--- config.mk ---
export PLATFORM = sky130hd
export DESIGN_NAME = temperature_zone_tracker
export DESIGN_NICKNAME = d
export VERILOG_FILES = /design/src/tzt_pkg.sv /design/src/temperature_zone_tracker.sv /design/src/tzt_front.sv /design/src/tzt_queue.sv /design/src/tzt_back.sv
export SDC_FILE = /design/constraint.sdc
export NUM_CORES = 1
export LEC_CHECK = 0
export BUFFER_PORTS_ARGS = -buffer_cell sky130_fd_sc_hd__buf_4
export CAP_MARGIN = 10
export CORE_UTILIZATION = 45
export CTS_CLUSTER_SIZE = 8
export DETAILED_ROUTE_END_ITERATION = 6
export MAX_ROUTING_LAYER = met4
export SETUP_SLACK_MARGIN = 0.05
export SLEW_MARGIN = 30
export SYNTH_ARGS = -nofsm -noshare
export SYNTH_HDL_FRONTEND = slang
export SYNTH_HIERARCHICAL = 1
export SYNTH_SLANG_ARGS = --single-unit
--- constraint.sdc ---
create_clock -name clk -period 3.79 [get_ports clk]
set_input_delay 0.9475 -clock clk [delete_from_list [all_inputs] [get_ports clk]]
set_output_delay 0.9475 -clock clk [all_outputs]
set_load 0.05 [all_outputs]
--- src/tzt_pkg.sv ---
// ----------------------------------------------------------------------------
// tzt_pkg: shared types and constants of the temperature zone tracker
// Zone, event and alarm codes, register indexes, and the words that pass
// between the front, the queue and the back.
// ----------------------------------------------------------------------------
package tzt_pkg;

  localparam int TEMP_W   = 16;
  localparam int HYST_W   = 12;
  localparam int CFG_W    = 16;
  localparam int CFG_IDX_W = 2;
  localparam int LEVEL_W  = 8;
  localparam int THR_W    = TEMP_W + 1;
  localparam int ZONE_COUNT  = 3;
  localparam int QUEUE_DEPTH = 2;

  typedef enum logic [1:0] {
    ZONE_NORMAL  = 2'd0,
    ZONE_WARNING = 2'd1,
    ZONE_FAULT   = 2'd2
  } zone_t;

  typedef enum logic [1:0] {
    EV_NONE = 2'd0,
    EV_FALL = 2'd1,
    EV_RISE = 2'd2
  } event_t;

  typedef enum logic [1:0] {
    ALARM_NORMAL  = 2'd1,
    ALARM_WARNING = 2'd2,
    ALARM_FAULT   = 2'd3
  } alarm_t;

  typedef enum logic [CFG_IDX_W-1:0] {
    CFG_WARNING_LEVEL = 2'd0,
    CFG_FAULT_LEVEL   = 2'd1,
    CFG_HYSTERESIS    = 2'd2
  } cfg_idx_t;

  localparam logic signed [TEMP_W-1:0] WARNING_RESET = 16'sd1200;
  localparam logic signed [TEMP_W-1:0] FAULT_RESET   = 16'sd1360;
  localparam logic [HYST_W-1:0]        HYST_RESET    = 12'd48;

  // Threshold registers as seen by the front and the back.
  typedef struct packed {
    logic signed [TEMP_W-1:0] warning_level;
    logic signed [TEMP_W-1:0] fault_level;
    logic [HYST_W-1:0]        hysteresis;
  } thr_t;

  // Classified sample: all compare results that the zone update needs.
  typedef struct packed {
    logic   below_drop0;  // below warning_level - hysteresis
    logic   below_drop1;  // below fault_level - hysteresis
    logic   above_warn;   // above warning_level
    logic   above_fault;  // above fault_level
    alarm_t alarm_class;
  } cls_t;

  typedef struct packed {
    zone_t                     zone;
    event_t                    event_code;
    logic signed [LEVEL_W-1:0] event_level;
    alarm_t                    alarm_class;
    logic                      temp_ok;
  } res_t;

  function automatic logic signed [THR_W-1:0] drop0(input thr_t thr);
    drop0 = $signed({thr.warning_level[TEMP_W-1], thr.warning_level})
          - $signed({{(THR_W-HYST_W){1'b0}}, thr.hysteresis});
  endfunction

  function automatic logic signed [THR_W-1:0] drop1(input thr_t thr);
    drop1 = $signed({thr.fault_level[TEMP_W-1], thr.fault_level})
          - $signed({{(THR_W-HYST_W){1'b0}}, thr.hysteresis});
  endfunction

endpackage

--- src/temperature_zone_tracker.sv ---
// ----------------------------------------------------------------------------
// temperature_zone_tracker: three-zone temperature tracker with hysteresis
// Classifies averaged temperature samples into normal, warning and fault
// zones, reports zone changes with the crossed threshold, and gives a plain
// alarm class and an ok flag.
//
//   channel  ports                                   handshake
//   -------  --------------------------------------  ------------------------
//   input    in_temperature                          in_push / in_full
//   result   out_zone, out_event_code,               out_pop / out_empty
//            out_event_level, out_alarm_class,
//            out_temp_ok
//   config   cfg_index, cfg_data                     cfg_we, no wait
//
// One word per cycle is sustained while the consumer keeps popping. A sample
// is written from push into the classified-word queue, then goes through the
// zone update into the result register; the zone register closes its loop in
// the update stage. Reset sets the thresholds to their defaults and leaves
// the zone unplaced. A stalled consumer fills the result register and then
// the two-word queue before in_full rises.
// ----------------------------------------------------------------------------
module temperature_zone_tracker #(
  parameter int FRACTION_BITS = 4
) (
  input  logic                                     clk,
  input  logic                                     rst_n,
  input  logic                                     in_push,
  output logic                                     in_full,
  input  logic signed [tzt_pkg::TEMP_W-1:0]        in_temperature,
  output logic                                     out_empty,
  input  logic                                     out_pop,
  output logic [1:0]                               out_zone,
  output logic [1:0]                               out_event_code,
  output logic signed [tzt_pkg::LEVEL_W-1:0]       out_event_level,
  output logic [1:0]                               out_alarm_class,
  output logic                                     out_temp_ok,
  input  logic                                     cfg_we,
  input  logic [tzt_pkg::CFG_IDX_W-1:0]            cfg_index,
  input  logic [tzt_pkg::CFG_W-1:0]                cfg_data
);

  tzt_pkg::thr_t thr_r, thr_nxt;
  tzt_pkg::cls_t front_word, back_word;
  tzt_pkg::res_t res;
  logic          q_push, q_full, q_valid, q_pop;

  always_comb begin
    thr_nxt = thr_r;
    if (cfg_we) begin
      unique case (cfg_index)
        tzt_pkg::CFG_WARNING_LEVEL: thr_nxt.warning_level = $signed(cfg_data);
        tzt_pkg::CFG_FAULT_LEVEL:   thr_nxt.fault_level   = $signed(cfg_data);
        tzt_pkg::CFG_HYSTERESIS:    thr_nxt.hysteresis    = cfg_data[tzt_pkg::HYST_W-1:0];
        default: ;
      endcase
    end
  end

  always_ff @(posedge clk) begin
    if (!rst_n) begin
      thr_r.warning_level <= tzt_pkg::WARNING_RESET;
      thr_r.fault_level   <= tzt_pkg::FAULT_RESET;
      thr_r.hysteresis    <= tzt_pkg::HYST_RESET;
    end else begin
      thr_r <= thr_nxt;
    end
  end

  tzt_front u_front (
    .in_push        (in_push),
    .in_temperature (in_temperature),
    .thr            (thr_r),
    .q_full         (q_full),
    .q_push         (q_push),
    .q_word         (front_word)
  );

  tzt_queue u_queue (
    .clk       (clk),
    .rst_n     (rst_n),
    .push      (q_push),
    .push_word (front_word),
    .full      (q_full),
    .pop       (q_pop),
    .valid     (q_valid),
    .pop_word  (back_word)
  );

  tzt_back #(
    .FRACTION_BITS (FRACTION_BITS)
  ) u_back (
    .clk       (clk),
    .rst_n     (rst_n),
    .thr       (thr_r),
    .q_valid   (q_valid),
    .q_word    (back_word),
    .q_pop     (q_pop),
    .out_pop   (out_pop),
    .out_empty (out_empty),
    .res       (res)
  );

  assign in_full         = q_full;
  assign out_zone        = res.zone;
  assign out_event_code  = res.event_code;
  assign out_event_level = res.event_level;
  assign out_alarm_class = res.alarm_class;
  assign out_temp_ok     = res.temp_ok;

  // A word waiting in the queue with room in the result register must show.
  a_back_advances: assert property (@(posedge clk) disable iff (!rst_n)
    (q_valid && (out_empty || out_pop)) |=> !out_empty)
    else $error("queued word did not reach the result register");

  // A rise always ends above the normal zone, a fall always below fault.
  a_rise_zone: assert property (@(posedge clk) disable iff (!rst_n)
    (!out_empty && out_event_code == tzt_pkg::EV_RISE) |-> out_zone != tzt_pkg::ZONE_NORMAL)
    else $error("rise event reported in the normal zone");

  a_fall_zone: assert property (@(posedge clk) disable iff (!rst_n)
    (!out_empty && out_event_code == tzt_pkg::EV_FALL) |-> out_zone != tzt_pkg::ZONE_FAULT)
    else $error("fall event reported in the fault zone");

  // No event, no level.
  a_quiet_level: assert property (@(posedge clk) disable iff (!rst_n)
    (!out_empty && out_event_code == tzt_pkg::EV_NONE) |-> out_event_level == '0)
    else $error("event level set without an event");

endmodule

--- src/tzt_front.sv ---
// ----------------------------------------------------------------------------
// tzt_front: sample classifier
// Compares each accepted sample against the zone thresholds and the alarm
// levels, and hands the classified word to the queue.
// ----------------------------------------------------------------------------
module tzt_front (
  input  logic                                in_push,
  input  logic signed [tzt_pkg::TEMP_W-1:0]   in_temperature,
  input  tzt_pkg::thr_t                       thr,
  input  logic                                q_full,
  output logic                                q_push,
  output tzt_pkg::cls_t                       q_word
);

  logic signed [tzt_pkg::THR_W-1:0] temp_x;
  logic signed [tzt_pkg::THR_W-1:0] warn_x;
  logic signed [tzt_pkg::THR_W-1:0] fault_x;

  assign temp_x  = $signed({in_temperature[tzt_pkg::TEMP_W-1], in_temperature});
  assign warn_x  = $signed({thr.warning_level[tzt_pkg::TEMP_W-1], thr.warning_level});
  assign fault_x = $signed({thr.fault_level[tzt_pkg::TEMP_W-1], thr.fault_level});

  assign q_push = in_push & ~q_full;

  // The fault zone needs no compare of its own: a first sample that is not
  // below either drop level lands there anyway.
  always_comb begin
    q_word.below_drop0 = temp_x < tzt_pkg::drop0(thr);
    q_word.below_drop1 = temp_x < tzt_pkg::drop1(thr);
    q_word.above_warn  = temp_x > warn_x;
    q_word.above_fault = temp_x > fault_x;
    if (!q_word.above_warn) begin
      q_word.alarm_class = tzt_pkg::ALARM_NORMAL;
    end else if (q_word.above_fault) begin
      q_word.alarm_class = tzt_pkg::ALARM_FAULT;
    end else begin
      q_word.alarm_class = tzt_pkg::ALARM_WARNING;
    end
  end

endmodule

--- src/tzt_queue.sv ---
// ----------------------------------------------------------------------------
// tzt_queue: short queue of classified words
// Decouples the classifier from the zone update so that each side can stall
// on its own.
// ----------------------------------------------------------------------------
module tzt_queue (
  input  logic          clk,
  input  logic          rst_n,
  input  logic          push,
  input  tzt_pkg::cls_t push_word,
  output logic          full,
  input  logic          pop,
  output logic          valid,
  output tzt_pkg::cls_t pop_word
);

  localparam int PTR_W = $clog2(tzt_pkg::QUEUE_DEPTH);
  localparam int CNT_W = $clog2(tzt_pkg::QUEUE_DEPTH + 1);

  tzt_pkg::cls_t    mem_r [tzt_pkg::QUEUE_DEPTH];
  logic [PTR_W-1:0] wr_ptr_r, wr_ptr_nxt;
  logic [PTR_W-1:0] rd_ptr_r, rd_ptr_nxt;
  logic [CNT_W-1:0] count_r, count_nxt;
  logic             do_push, do_pop;

  assign full     = count_r == CNT_W'(tzt_pkg::QUEUE_DEPTH);
  assign valid    = count_r != '0;
  assign pop_word = mem_r[rd_ptr_r];
  assign do_push  = push & ~full;
  assign do_pop   = pop & valid;

  function automatic logic [PTR_W-1:0] ptr_inc(input logic [PTR_W-1:0] p);
    if (p == PTR_W'(tzt_pkg::QUEUE_DEPTH - 1)) begin
      ptr_inc = '0;
    end else begin
      ptr_inc = p + PTR_W'(1);
    end
  endfunction

  always_comb begin
    wr_ptr_nxt = do_push ? ptr_inc(wr_ptr_r) : wr_ptr_r;
    rd_ptr_nxt = do_pop ? ptr_inc(rd_ptr_r) : rd_ptr_r;
    count_nxt  = count_r;
    if (do_push && !do_pop) begin
      count_nxt = count_r + CNT_W'(1);
    end else if (do_pop && !do_push) begin
      count_nxt = count_r - CNT_W'(1);
    end
  end

  always_ff @(posedge clk) begin
    if (!rst_n) begin
      wr_ptr_r <= '0;
      rd_ptr_r <= '0;
      count_r  <= '0;
    end else begin
      wr_ptr_r <= wr_ptr_nxt;
      rd_ptr_r <= rd_ptr_nxt;
      count_r  <= count_nxt;
    end
  end

  always_ff @(posedge clk) begin
    if (do_push) begin
      mem_r[wr_ptr_r] <= push_word;
    end
  end

endmodule

--- src/tzt_back.sv ---
// ----------------------------------------------------------------------------
// tzt_back: zone update and result register
// Moves the hysteresis zone by at most one step per word, reports the
// crossed threshold in whole degrees, and holds the result for the consumer.
// ----------------------------------------------------------------------------
module tzt_back #(
  parameter int FRACTION_BITS = 4
) (
  input  logic          clk,
  input  logic          rst_n,
  input  tzt_pkg::thr_t thr,
  input  logic          q_valid,
  input  tzt_pkg::cls_t q_word,
  output logic          q_pop,
  input  logic          out_pop,
  output logic          out_empty,
  output tzt_pkg::res_t res
);

  localparam int THR_W = tzt_pkg::THR_W;
  localparam logic signed [THR_W-1:0] SAT_HI = THR_W'(127);
  localparam logic signed [THR_W-1:0] SAT_LO = -THR_W'(128);

  tzt_pkg::zone_t zone_r, zone_nxt;
  logic           known_r, known_nxt;
  logic           out_valid_r, out_valid_nxt;
  tzt_pkg::res_t  res_r, res_nxt;
  tzt_pkg::event_t ev;

  logic signed [THR_W-1:0] level_val;
  logic signed [THR_W-1:0] level_deg;
  logic signed [tzt_pkg::LEVEL_W-1:0] level_sat;

  assign q_pop     = q_valid & (~out_valid_r | out_pop);
  assign out_empty = ~out_valid_r;
  assign res       = res_r;

  // Arithmetic shift floors toward minus infinity.
  assign level_deg = level_val >>> FRACTION_BITS;

  always_comb begin
    if (level_deg > SAT_HI) begin
      level_sat = tzt_pkg::LEVEL_W'(127);
    end else if (level_deg < SAT_LO) begin
      level_sat = -tzt_pkg::LEVEL_W'(128);
    end else begin
      level_sat = level_deg[tzt_pkg::LEVEL_W-1:0];
    end
  end

  always_comb begin
    zone_nxt  = zone_r;
    known_nxt = known_r;
    ev        = tzt_pkg::EV_NONE;
    level_val = '0;
    if (!known_r) begin
      known_nxt = 1'b1;
      if (q_word.below_drop0) begin
        zone_nxt = tzt_pkg::ZONE_NORMAL;
      end else if (q_word.below_drop1) begin
        zone_nxt = tzt_pkg::ZONE_WARNING;
      end else begin
        zone_nxt = tzt_pkg::ZONE_FAULT;
      end
    end else begin
      // A fall is tested before a rise.
      unique case (zone_r)
        tzt_pkg::ZONE_NORMAL: begin
          if (q_word.above_warn) begin
            zone_nxt  = tzt_pkg::ZONE_WARNING;
            ev        = tzt_pkg::EV_RISE;
            level_val = $signed({thr.warning_level[tzt_pkg::TEMP_W-1], thr.warning_level});
          end
        end
        tzt_pkg::ZONE_WARNING: begin
          if (q_word.below_drop0) begin
            zone_nxt  = tzt_pkg::ZONE_NORMAL;
            ev        = tzt_pkg::EV_FALL;
            level_val = tzt_pkg::drop0(thr);
          end else if (q_word.above_fault) begin
            zone_nxt  = tzt_pkg::ZONE_FAULT;
            ev        = tzt_pkg::EV_RISE;
            level_val = $signed({thr.fault_level[tzt_pkg::TEMP_W-1], thr.fault_level});
          end
        end
        tzt_pkg::ZONE_FAULT: begin
          if (q_word.below_drop1) begin
            zone_nxt  = tzt_pkg::ZONE_WARNING;
            ev        = tzt_pkg::EV_FALL;
            level_val = tzt_pkg::drop1(thr);
          end
        end
        default: begin
          zone_nxt = tzt_pkg::ZONE_NORMAL;
        end
      endcase
    end
  end

  always_comb begin
    res_nxt.zone        = zone_nxt;
    res_nxt.event_code  = ev;
    res_nxt.event_level = (ev == tzt_pkg::EV_NONE) ? '0 : level_sat;
    res_nxt.alarm_class = q_word.alarm_class;
    res_nxt.temp_ok     = q_word.alarm_class != tzt_pkg::ALARM_FAULT;
  end

  assign out_valid_nxt = q_pop | (out_valid_r & ~out_pop);

  always_ff @(posedge clk) begin
    if (!rst_n) begin
      zone_r      <= tzt_pkg::ZONE_NORMAL;
      known_r     <= 1'b0;
      out_valid_r <= 1'b0;
    end else begin
      out_valid_r <= out_valid_nxt;
      if (q_pop) begin
        zone_r  <= zone_nxt;
        known_r <= known_nxt;
      end
    end
  end

  always_ff @(posedge clk) begin
    if (q_pop) begin
      res_r <= res_nxt;
    end
  end

endmodule

==> results of run 1 <==
-- per-stage QoR --
| step | std cells | total power, mW | utilization (%) | area [µm²] | setup WS, ns |
|---|---|---|---|---|---|
| final | 1156 | 3.740 | 51.47 | 8504 | 0.3182 |
| after floorplan | 882 | 2.472 | - | 7574 | 0.7907 |
| after detailed placement | 1140 | 2.929 | 49.78 | 8227 | 0.4087 |
| after global placement | 1140 | 2.931 | 49.75 | 8220 | 0.4304 |
| after global routing | 1156 | 3.982 | 51.47 | 8504 | 0.05858 |
| after CTS | 1156 | 3.760 | 51.47 | 8504 | 0.3457 |
-- cell families after synthesis --
family	after synthesis	share of synthesized area [%]
compound gates	232	20.87
xor+xnor	44	5.088
simple gates	266	18.44
flops	80	24.72
fa+ha+maj	113	18.87
buf+inv	94	4.923
mux	53	7.104
-- placed cells by master (no fill, tap or decap), types with 11 or more instances in the layout --
cell | synthesis | layout
a21o_1 | 25 | 25
nor2_1 | 36 | 36
buf_4 | 2 | 65
nand2_1 | 88 | 88
edfxtp_1 | 27 | 27
xor2_1 | 19 | 19
nand4_1 | 14 | 14
a21oi_1 | 59 | 59
o21a_1 | 14 | 14
o21ai_0 | 39 | 39
inv_1 | 66 | 66
nor2b_1 | 29 | 29
mux2i_1 | 47 | 47
nand2b_1 | 21 | 21
xnor2_1 | 25 | 25
o211ai_1 | 15 | 15
nor3_1 | 11 | 11
dfxtp_1 | 53 | 53
ha_1 | 111 | 111
-- worst reg2reg max path, delay by kind of cell (launching register included) --
kind | cells | cell delay [ns]
adder cells (fa/ha/maj) | 3 | 0.88
flip-flops | 1 | 0.37
AO/OA/AOI/OAI | 6 | 1.57
XOR/XNOR | 1 | 0.16
buffers and inverters | 1 | 0.06
AND/OR/NAND/NOR | 2 | 0.28
-- synth_stat cells, drive strengths merged (8+ instances only) --
cell    number
a211oi      13
a21o        26
a21oi       59
and2         8
buf         12
clkbuf      15
dfxtp       53
edfxtp      27
ha         111
inv         67
mux2i       47
nand2       89
nand2b      21
nand3        9
nand4       15
nor2        36
nor2b       29
nor3        12
o211ai      16
o21a        15
o21ai       45
or3          8
xnor2       25
xor2        19
-- layer usage --
metal | share of wire (%) | wire, µm
met4 | 2.4 | 462
met5 | 0 | 0
met1 | 47 | 9306
met2 | 46 | 9119
met3 | 3.7 | 729
-- final timing paths --
kind                                            end  slack (ns)  depth (start not counted)
worst max-delay path            u_queue/mem_r[1][5]        0.32                         13
worst min-delay path                       thr_r[6]        0.47                          2
worst max register to register  u_queue/mem_r[1][5]        0.32                         13
worst min register to register             thr_r[6]        0.47                          2
-- registers in the layout, indices dropped and copies added, names as in the netlist, 2 cells and up, named ones only --
| register | count |
|---|---|
| u_back/zone_r | 2 |
| u_queue/count_r | 2 |
| u_back/res | 15 |
| thr_r | 44 |
| u_queue/mem_r | 12 |
-- power groups by stage --
| stage | clock network [mW] | registers (mW) | logic (mW) |
|---|---|---|---|
| 6_report | 0.812 | 1.20 | 1.73 |
| 5_1_grt | 0.870 | 1.22 | 1.89 |
| 4_1_cts | 0.836 | 1.21 | 1.72 |
| 3_5_place_dp | 0 | 1.22 | 1.70 |
| 3_3_place_gp | 0 | 1.22 | 1.71 |
| 2_1_floorplan | 0 | 1.46 | 1.01 |
-- area by class of cell --
cell class	count	area share, %
Clock inverter	7	0.6179
Inverter	67	2.957
Clock buffer	9	2.648
Sequential cell	80	22.01
Tap cell	220	3.237
Timing Repair Buffer	65	5.738
Multi-Input combinational cell	708	62.79
==> out/metrics.cfg, run 1 <==
[synth]
synth_edf_count = 27
ys_types = 74
syn_area_mm2 = 0.007574
synth_nets = 1034
seq_area_frac_synth_pct = 24.72
yosysWarnings = 6
syn_area_per_cell_um2 = 8.587
async_flop_share_pct = 0
synthFlopType = dfxtp_1
netlist.area_leader.share_pct = 18.34
synth_top_area_cell = ha_1
ys_ff_latch = 80
synth_area_leaders = ha_1 (18%), dfxtp_1 (14%), edfxtp_1 (11%)
syn_inst = 882

[floorplan]
die_w_um = 131.7
die_y_um = 131.7
io-pin-count = 56
dieArea_mm2 = 0.01735
start_util_pct = 45.83
rows = 47
core_mm2 = 0.01652

[sta]
slew_headroom_pct = 40.12
worst_pin_slew_ns = 0.8955
period_share_pct = 91.60
hold_ws_ns = 0.4742
max_freq_mhz = 288.0
hold_viol_final = 0
slew_viol_final = 0
setup_viol = 0
setup_tns_ns = 0
rsz0062_at_grt = false
period_minus_slack_ns = 3.472
skew_ns = 0.006796

[layout]
nets = 1083
final_layout_size_suffix_gt1_share_pct = 11.22
num-fill-cells = 1609
register_area_mm2 = 0.001872
area.growth.synth_to_final_pct = 12.29
n_antenna_cell = 0
multi_input_area_mm2 = 0.005340

[global_route]
met1_usage_pct = 30.68
gr-max-usage-layer = met2
grt_max_degree = 72
grt_pass1_wl_mm = 31.30
grt_pass1_vias = 5887
track_usage_pct = 23.83
grt_use_met2_pct = 38.30
met3_usage_pct = 3.230
antenna_found_initial = 0
overflow = 0

[setup_path]
cpMostUsedCell = ha_1
arrival_ns = 3.68
crit_fanout = 4
worstSetupPathType = reg2reg
crit_chain = inv_1, ha_1, fa_1, nand2b_1, a211oi_1, o21bai_1, nand2_1, a21oi_1, xor2_1, ha_1, a21o_1, a2111oi_0, o21a_1
crit_buf_inv = 1
crit_start = thr_r[28]
max_stage_delay_ns = 0.60
start_kind = flop
cpMaxStageDelayCell = a2111oi_0
cp-end-kind = flop
path_delay_family = compound AO/OA/AOI/OAI gates
cp_data_required_time_ns = 4.00
worstReg2RegStart = thr_r[28]

[power]
power.density_mw_per_mm2 = 439.8
p_leak_nw = 3.728
power_frac_comb_pct = 46.1
power.clock.fraction_pct = 21.7
p_sw_mw = 1.549
swShare_pct = 41.41
seqPwrFrac_pct = 32.2
ir_drop_uv = 388.3
p_int_mw = 2.191

[clock_tree]
postCtsHoldBufs = 0
post_cts_resized = 0
cts_max_level = 3
max-clock-path-buffers = 2
cts.sinks = 80
cts_root_buf = clkbuf_16
clkTransAtPathRegs_ns = 0.06
cts_setup_buffers = 0
worstSkewPairLatency_ns = 0.35
cts_tree = built
cts_buffers = 9

[hold_path]
hp-class = reg2reg
min_from = thr_r[6]

[placed_design]
dp_hpwl_mm = 15.97
place_congestion = 0.9279
portBuffers = 55

[routing]
viasPerCell = 5.645
wl_mm = 19.62
wl_per_cell_um = 16.97
vias = 6526
route.detailed.drc = 4
drt-initial-drc-count = 413
final_antenna_net_count = 0
dr.pass1.iters = 7

[job]
cap_viol_max_count = 0

[status]
violations = DRC
status = finished with violations

Note: power is estimated with default switching activity, not from simulation.
==> run 2: changes to the inputs <==
- MAX_ROUTING_LAYER: met4 -> unset
- TNS_END_PERCENT: unset -> 50
==> run 2 against run 1 <==
  * The flow now finishes without violations
  * Die area is the same
  * Register-to-register slack about the same
  * Critical path type unchanged
  * Sequential share of layout area is the same
  * First-iteration DRC count shrank 2.7%
  * Non-clock buffer count unchanged
==> out/metrics.cfg, run 2 (synthesized netlist as in run 1, its figures left out) <==
[status]
status = completed  ; was finished with violations

[layout]
fin_cells = 1156  ; unchanged
layout_commonest_cell = ha_1  ; unchanged
n_antenna_cell = 0  ; unchanged
nets = 1083  ; unchanged
largest_reg_flops = 44  ; unchanged
regMostFlops = thr_r  ; unchanged
final_layout_size_suffix_gt1_share_pct = 11.22  ; unchanged
area.growth.synth_to_final_pct = 12.29  ; unchanged
most-common-layout-cells = ha_1 (111), nand2_1 (88), inv_1 (66), buf_4 (65), a21oi_1 (59)  ; unchanged
num-fill-cells = 1609  ; unchanged

[routing]
final_antenna_net_count = 0  ; unchanged
drt-initial-drc-count = 402  ; was 413
viasPerCell = 5.616  ; was 5.645
vias = 6492  ; was 6526
dr.pass1.iters = 5  ; was 7
route.detailed.drc = 0  ; was 4
wl_per_cell_um = 17.00  ; was 16.97 µm
wl_mm = 19.66  ; was 19.62 mm

[placed_design]
place_ws_ns = 0.4087  ; unchanged
dp.cells = 1140  ; unchanged
portBuffers = 55  ; unchanged
dp_hpwl_mm = 15.97  ; unchanged
place_congestion = 0.9120  ; was 0.9279

[setup_path]
worstSetupPathType = reg2reg  ; unchanged
arrival_ns = 3.68  ; about the same
ff2ff_setup_slack_ns = 0.32  ; about the same
worstReg2RegStart = thr_r[28]  ; unchanged
reg2reg_depth = 13  ; unchanged
cp_data_required_time_ns = 4.00  ; about the same
crit_end = u_queue/mem_r[1][5]  ; unchanged
cp-end-kind = flop  ; unchanged
start_kind = flop  ; unchanged
crit_start = thr_r[28]  ; unchanged
crit_fanout = 4  ; unchanged
r2r_end = u_queue/mem_r[1][5]  ; unchanged

[sta]
slew_headroom_pct = 41.37  ; was 40.12%
worst_pin_slew_ns = 0.8768  ; was 0.8955 ns
slew_viol_final = 0  ; unchanged
setup_viol = 0  ; unchanged
period_share_pct = 91.65  ; was 91.60%
hold_viol_final = 0  ; unchanged
rsz0062_at_grt = false  ; unchanged
setup_tns_ns = 0  ; unchanged
period_minus_slack_ns = 3.474  ; was 3.472 ns
skew_ns = 0.007327  ; was 0.006796 ns
fin_ws_ns = 0.3164  ; was 0.3182 ns
max_freq_mhz = 287.9  ; was 288.0 MHz

[global_route]
overflow = 0  ; unchanged
grt_pass1_vias = 5883  ; was 5887
antenna_found_initial = 0  ; unchanged
track_usage_pct = 23.11  ; was 23.83%
grt_max_degree = 72  ; unchanged
grt_pass1_wl_mm = 31.28  ; was 31.30 mm

[floorplan]
io-pin-count = 56  ; unchanged
dieArea_mm2 = 0.01735  ; unchanged
start_util_pct = 45.83  ; unchanged
rows = 47  ; unchanged
core_mm2 = 0.01652  ; unchanged
die_y_um = 131.7  ; unchanged
die_w_um = 131.7  ; unchanged

[clock_tree]
cts.sinks = 80  ; unchanged
cts_buffers = 9  ; unchanged
cts_setup_buffers = 0  ; unchanged
cts_max_level = 3  ; unchanged
cts_root_buf = clkbuf_16  ; unchanged
clkTransAtPathRegs_ns = 0.07  ; was 0.06 ns
post_cts_resized = 0  ; unchanged
cts_tree = built  ; unchanged
worstSkewPairLatency_ns = 0.35  ; about the same
max-clock-path-buffers = 2  ; unchanged
postCtsHoldBufs = 0  ; unchanged

[power]
p_leak_nw = 3.728  ; unchanged
power.density_mw_per_mm2 = 439.7  ; was 439.8 mW/mm²
total_power_mw = 3.740  ; about the same
ir_drop_uv = 388.3  ; about the same

[hold_path]
hp-class = reg2reg  ; unchanged

[job]
cap_viol_max_count = 0  ; unchanged

## run 2: worst min-delay path by stage
stage | depth (start not counted) | start | end | slack (ns)
floorplan | 2 | thr_r[10] | thr_r[10] | 0.45
global placement | 2 | thr_r[6] | thr_r[6] | 0.46
detailed placement | 2 | thr_r[6] | thr_r[6] | 0.47
CTS | 2 | thr_r[6] | thr_r[6] | 0.48
global route | 2 | thr_r[6] | thr_r[6] | 0.50
finish | 2 | thr_r[6] | thr_r[6] | 0.48
## run 2: worst max-delay path: stages (launching register included)
cell and delay, ns:
dfxtp_1 0.37, inv_1 0.06, ha_1 0.19, fa_1 0.40, nand2b_1 0.20, a211oi_1 0.32
o21bai_1 0.17, nand2_1 0.08, a21oi_1 0.07, xor2_1 0.15, ha_1 0.29, a21o_1 0.17
a2111oi_0 0.60, o21a_1 0.24
## run 2: where the power goes
part / switching, mW / leakage, nW / internal (mW) / total, mW
combinational: 1.08 / 2.90 / 0.648 / 1.72
sequential: 0.110 / 0.687 / 1.09 / 1.20
clock: 0.363 / 0.141 / 0.449 / 0.813
total: 1.55 / 3.73 / 2.19 / 3.74
## run 2: metal layers
metal	GRT usage, %	up-vias	share of wire, %
met5	0	-	0
met3	3.230	30	3.7
met1	30.70	2973	47
met4	8.204	0	2.4
met2	38.24	162	46
li1	-	3327	-
## run 2: layout make-up
class                           instances  area, µm²  area share (%)
Tap cell                              220      275.3           3.237
Inverter                               67      251.5           2.957
Timing Repair Buffer                   65      488.0           5.738
Sequential cell                        80       1872           22.01
Multi-Input combinational cell        708       5340           62.79
Clock buffer                            9      225.2           2.648
Clock inverter                          7      52.55          0.6179
## run 2: through the flow
stage / utilization [%] / hold slack [ns] / instance area [µm²]
final: 51.47 / 0.4754 / 8504
after global routing: 51.47 / 0.4978 / 8504
after CTS: 51.47 / 0.4774 / 8504
after detailed placement: 49.78 / 0.4689 / 8227
after global placement: 49.75 / 0.4646 / 8220
after floorplan: - / 0.4510 / 7574
==> run 3: changes to the inputs <==
- ABC_AREA: unset -> 1
==> run 3 against run 2 <==
  * The run now ends with DRC left
  * Hold slack better by 0.020 ns
  * Sequential share of layout area fell by 2.1 points
  * Highest routed layer unchanged
  * Cell count up 39%
  * Clock power increased by 2%
  * Routed wire length grew 23%
  * Synthesized cell count grew 49%
  * Design area is 11% higher
  * First-iteration DRC count grew 34%
  * Global-route usage increased by 2.7 points
  * Critical path type unchanged
  * Utilization is 0.27 points higher
==> out/metrics.cfg, run 3 <==
[clock_tree]
post_cts_resized = 0  ; unchanged
clkTransAtPathRegs_ns = 0.07  ; about the same
cts_setup_buffers = 0  ; unchanged
cts_tree = built  ; unchanged
max-clock-path-buffers = 2  ; unchanged
worstSkewPairLatency_ns = 0.35  ; about the same
cts_root_buf = clkbuf_16  ; unchanged
postCtsHoldBufs = 0  ; unchanged
cts_max_level = 3  ; unchanged
cts.sinks = 80  ; unchanged
cts_buffers = 9  ; unchanged

[placed_design]
place_ws_ns = 0.7939  ; was 0.4087 ns
dp.cells = 1587  ; was 1140
portBuffers = 55  ; unchanged
dp_hpwl_mm = 19.99  ; was 15.97 mm
place_congestion = 0.9245  ; was 0.9120

[job]
cap_viol_max_count = 0  ; unchanged

[floorplan]
start_util_pct = 46.50  ; was 45.83%
io-pin-count = 56  ; unchanged
die_y_um = 139.2  ; was 131.7 µm
die_w_um = 139.2  ; was 131.7 µm
dieArea_mm2 = 0.01937  ; was 0.01735 mm²
core_mm2 = 0.01821  ; was 0.01652 mm²
rows = 49  ; was 47

[setup_path]
crit_chain = inv_1, ha_1, a21oi_1, o21ai_0, nand2_1, nand3_1, nor2_1, a21oi_1, ha_1, nand2_1, inv_1, nand3_1, or2_1, nor2_1, o21ai_1, nand4_1, nand2_1  ; was inv_1, ha_1, fa_1, nand2b_1, a211oi_1, o21bai_1, nand2_1, a21oi_1, xor2_1, ha_1, a21o_1, a2111oi_0, o21a_1
ff2ff_setup_slack_ns = 0.76  ; was 0.32 ns
arrival_ns = 3.13  ; was 3.68 ns
crit_fanout = 4  ; unchanged
path_delay_family = simple AND/OR/NAND/NOR gates  ; was compound AO/OA/AOI/OAI gates
worstReg2RegStart = thr_r[7]  ; was thr_r[28]
r2r_end = u_queue/mem_r[1][5]  ; unchanged
cpMaxStageDelayCell = dfxtp_1  ; was a2111oi_0
cp-end-kind = flop  ; unchanged
crit_buf_inv = 2  ; was 1
max_stage_delay_ns = 0.37  ; was 0.60 ns
cpMostUsedCell = nand2_1  ; was ha_1
start_kind = flop  ; unchanged
worstSetupPathType = reg2reg  ; unchanged
cp_data_required_time_ns = 3.89  ; was 4.00 ns
reg2reg_depth = 17  ; was 13

[sta]
skew_ns = 0.01020  ; was 0.007327 ns
setup_tns_ns = 0  ; unchanged
setup_viol = 0  ; unchanged
period_share_pct = 80.01  ; was 91.65%
max_freq_mhz = 329.8  ; was 287.9 MHz
slew_viol_final = 0  ; unchanged
hold_viol_final = 0  ; unchanged
period_minus_slack_ns = 3.032  ; was 3.474 ns
worst_pin_slew_ns = 0.8737  ; was 0.8768 ns
rsz0062_at_grt = false  ; unchanged
fin_ws_ns = 0.7577  ; was 0.3164 ns
slew_headroom_pct = 41.59  ; was 41.37%

[hold_path]
min_from = u_queue/rd_ptr_r  ; was thr_r[6]
min_to = u_queue/rd_ptr_r  ; was thr_r[6]
hold_depth = 2  ; unchanged
hp-class = reg2reg  ; unchanged

[layout]
layout_commonest_cell = nand2_1  ; was ha_1
regMostFlops = thr_r  ; unchanged
area.growth.synth_to_final_pct = 11.26  ; was 12.29%
largest_reg_flops = 44  ; unchanged
fin_cells = 1603  ; was 1156
n_antenna_cell = 0  ; unchanged
final_layout_size_suffix_gt1_share_pct = 12.08  ; was 11.22%
most-common-layout-cells = nand2_1 (372), inv_1 (211), nor2_1 (130), ha_1 (111), nand3_1 (91)  ; was ha_1 (111), nand2_1 (88), inv_1 (66), buf_4 (65), a21oi_1 (59)
num-fill-cells = 1910  ; was 1609
nets = 1521  ; was 1083

[power]
ir_drop_uv = 264.7  ; was 388.3 µV
p_leak_nw = 4.935  ; was 3.728 nW
power.density_mw_per_mm2 = 458.8  ; was 439.7 mW/mm²

[global_route]
met3_usage_pct = 1.968  ; was 3.230%
met1_usage_pct = 35.79  ; was 30.70%
track_usage_pct = 25.82  ; was 23.11%
grt_pass1_vias = 7692  ; was 5883
antenna_found_initial = 0  ; unchanged
grt_use_met2_pct = 42.80  ; was 38.24%
grt_max_degree = 51  ; was 72
gr-max-usage-layer = met2  ; unchanged
overflow = 0  ; unchanged
grt_pass1_wl_mm = 39.23  ; was 31.28 mm

[synth]
seq_area_frac_synth_pct = 22.11  ; was 24.72%
yosysWarnings = 6  ; unchanged
syn_area_mm2 = 0.008467  ; was 0.007574 mm²
ys_ff_latch = 80  ; unchanged
post-synth-top-count-cell = nand2_1  ; was ha_1
syn_area_per_cell_um2 = 6.458  ; was 8.587 µm²
yosys-top-cells-count = nand2_1 (372), inv_1 (211), nor2_1 (131), ha_1 (111), nand3_1 (91)  ; was ha_1 (111), nand2_1 (88), inv_1 (66), a21oi_1 (59), dfxtp_1 (53)
async_flop_share_pct = 0  ; unchanged
synth_area_leaders = nand2_1 (16%), ha_1 (16%), dfxtp_1 (13%)  ; was ha_1 (18%), dfxtp_1 (14%), edfxtp_1 (11%)
ys_types = 53  ; was 74
synthFlopType = dfxtp_1  ; unchanged
synth_top_area_cell = nand2_1  ; was ha_1
synth_nets = 1463  ; was 1034
syn_inst = 1311  ; was 882
synth_edf_count = 27  ; unchanged
netlist.area_leader.share_pct = 16.49  ; was 18.34%

[routing]
dr.pass1.iters = 7  ; was 5
vias = 8263  ; was 6492
viasPerCell = 5.155  ; was 5.616
wl_mm = 24.27  ; was 19.66 mm
final_antenna_net_count = 0  ; unchanged
drt-initial-drc-count = 540  ; was 402
wl_per_cell_um = 15.14  ; was 17.00 µm
route.detailed.drc = 1  ; was 0

[status]
violations = DRC
status = finished with violations  ; was completed

[run 3: metrics by stage]
stage | area, µm² | hold WS, ns | total power, mW | utilization (%)
after global placement | 9141 | 0.4749 | 3.471 | 50.20
after floorplan | 8467 | 0.4506 | 2.904 | -
after CTS | 9420 | 0.4979 | 4.327 | 51.74
after detailed placement | 9141 | 0.4828 | 3.487 | 50.20
after global routing | 9420 | 0.5213 | 4.640 | 51.74
final | 9420 | 0.4954 | 4.322 | 51.74
[run 3: per-layer routing]
| layer | part of all wire, % | wire [µm] |
|---|---|---|
| met1 | 49 | 11940 |
| met2 | 45 | 10870 |
| met3 | 4.0 | 970 |
| met4 | 2.0 | 493 |
| met5 | 0 | 0 |
[run 3: kinds of logic (layout without fill, tap and decap cells)]
kind of cell	after synthesis	after routing	synth area share, %
muxes	6	6	0.7979
DFF	80	80	22.11
adders and majority gates	113	113	16.88
and+or+nand+nor	682	682	35.44
AOI/OAI and AO/OA	162	162	11.07
xor gates and xnor gates	21	21	2.172
buffers and inverters	247	310	11.54
[run 3: layout make-up]
cell class	count	area (µm²)	share of cell area [%]
Multi-Input combinational cell	984	5620	59.66
Sequential cell	80	1872	19.87
Inverter	225	844.6	8.965
Timing Repair Buffer	69	518.0	5.499
Tap cell	229	286.5	3.042
Clock buffer	9	225.2	2.391
Clock inverter	7	53.80	0.5711
[run 3: worst max path at each step]
stage	startpoint	endpoint	slack (ns)	cells after the start
after global placement	thr_r[28]	u_queue/mem_r[0][5]	0.86	17
after global routing	thr_r[7]	u_queue/mem_r[0][5]	0.45	17
after floorplan	thr_r[28]	u_queue/mem_r[0][5]	1.06	17
after CTS	thr_r[7]	u_queue/mem_r[1][5]	0.79	17
final	thr_r[7]	u_queue/mem_r[1][5]	0.76	17
after detailed placement	thr_r[7]	u_queue/mem_r[1][5]	0.79	17
[run 3: power breakdown]
part | leakage, nW | switching [mW] | internal, mW
logic | 4.11 | 1.50 | 0.749
clock network | 0.130 | 0.383 | 0.450
registers | 0.692 | 0.118 | 1.12
[run 3: worst register-to-register path, stage by stage, from the launching register on]
cell and delay (ns):
dfxtp_1 0.37, inv_1 0.07, ha_1 0.35, a21oi_1 0.30, o21ai_0 0.15, nand2_1 0.08
nand3_1 0.12, nor2_1 0.12, a21oi_1 0.08, ha_1 0.35, nand2_1 0.08, inv_1 0.05
nand3_1 0.08, or2_1 0.23, nor2_1 0.08, o21ai_1 0.09, nand4_1 0.10, nand2_1 0.08
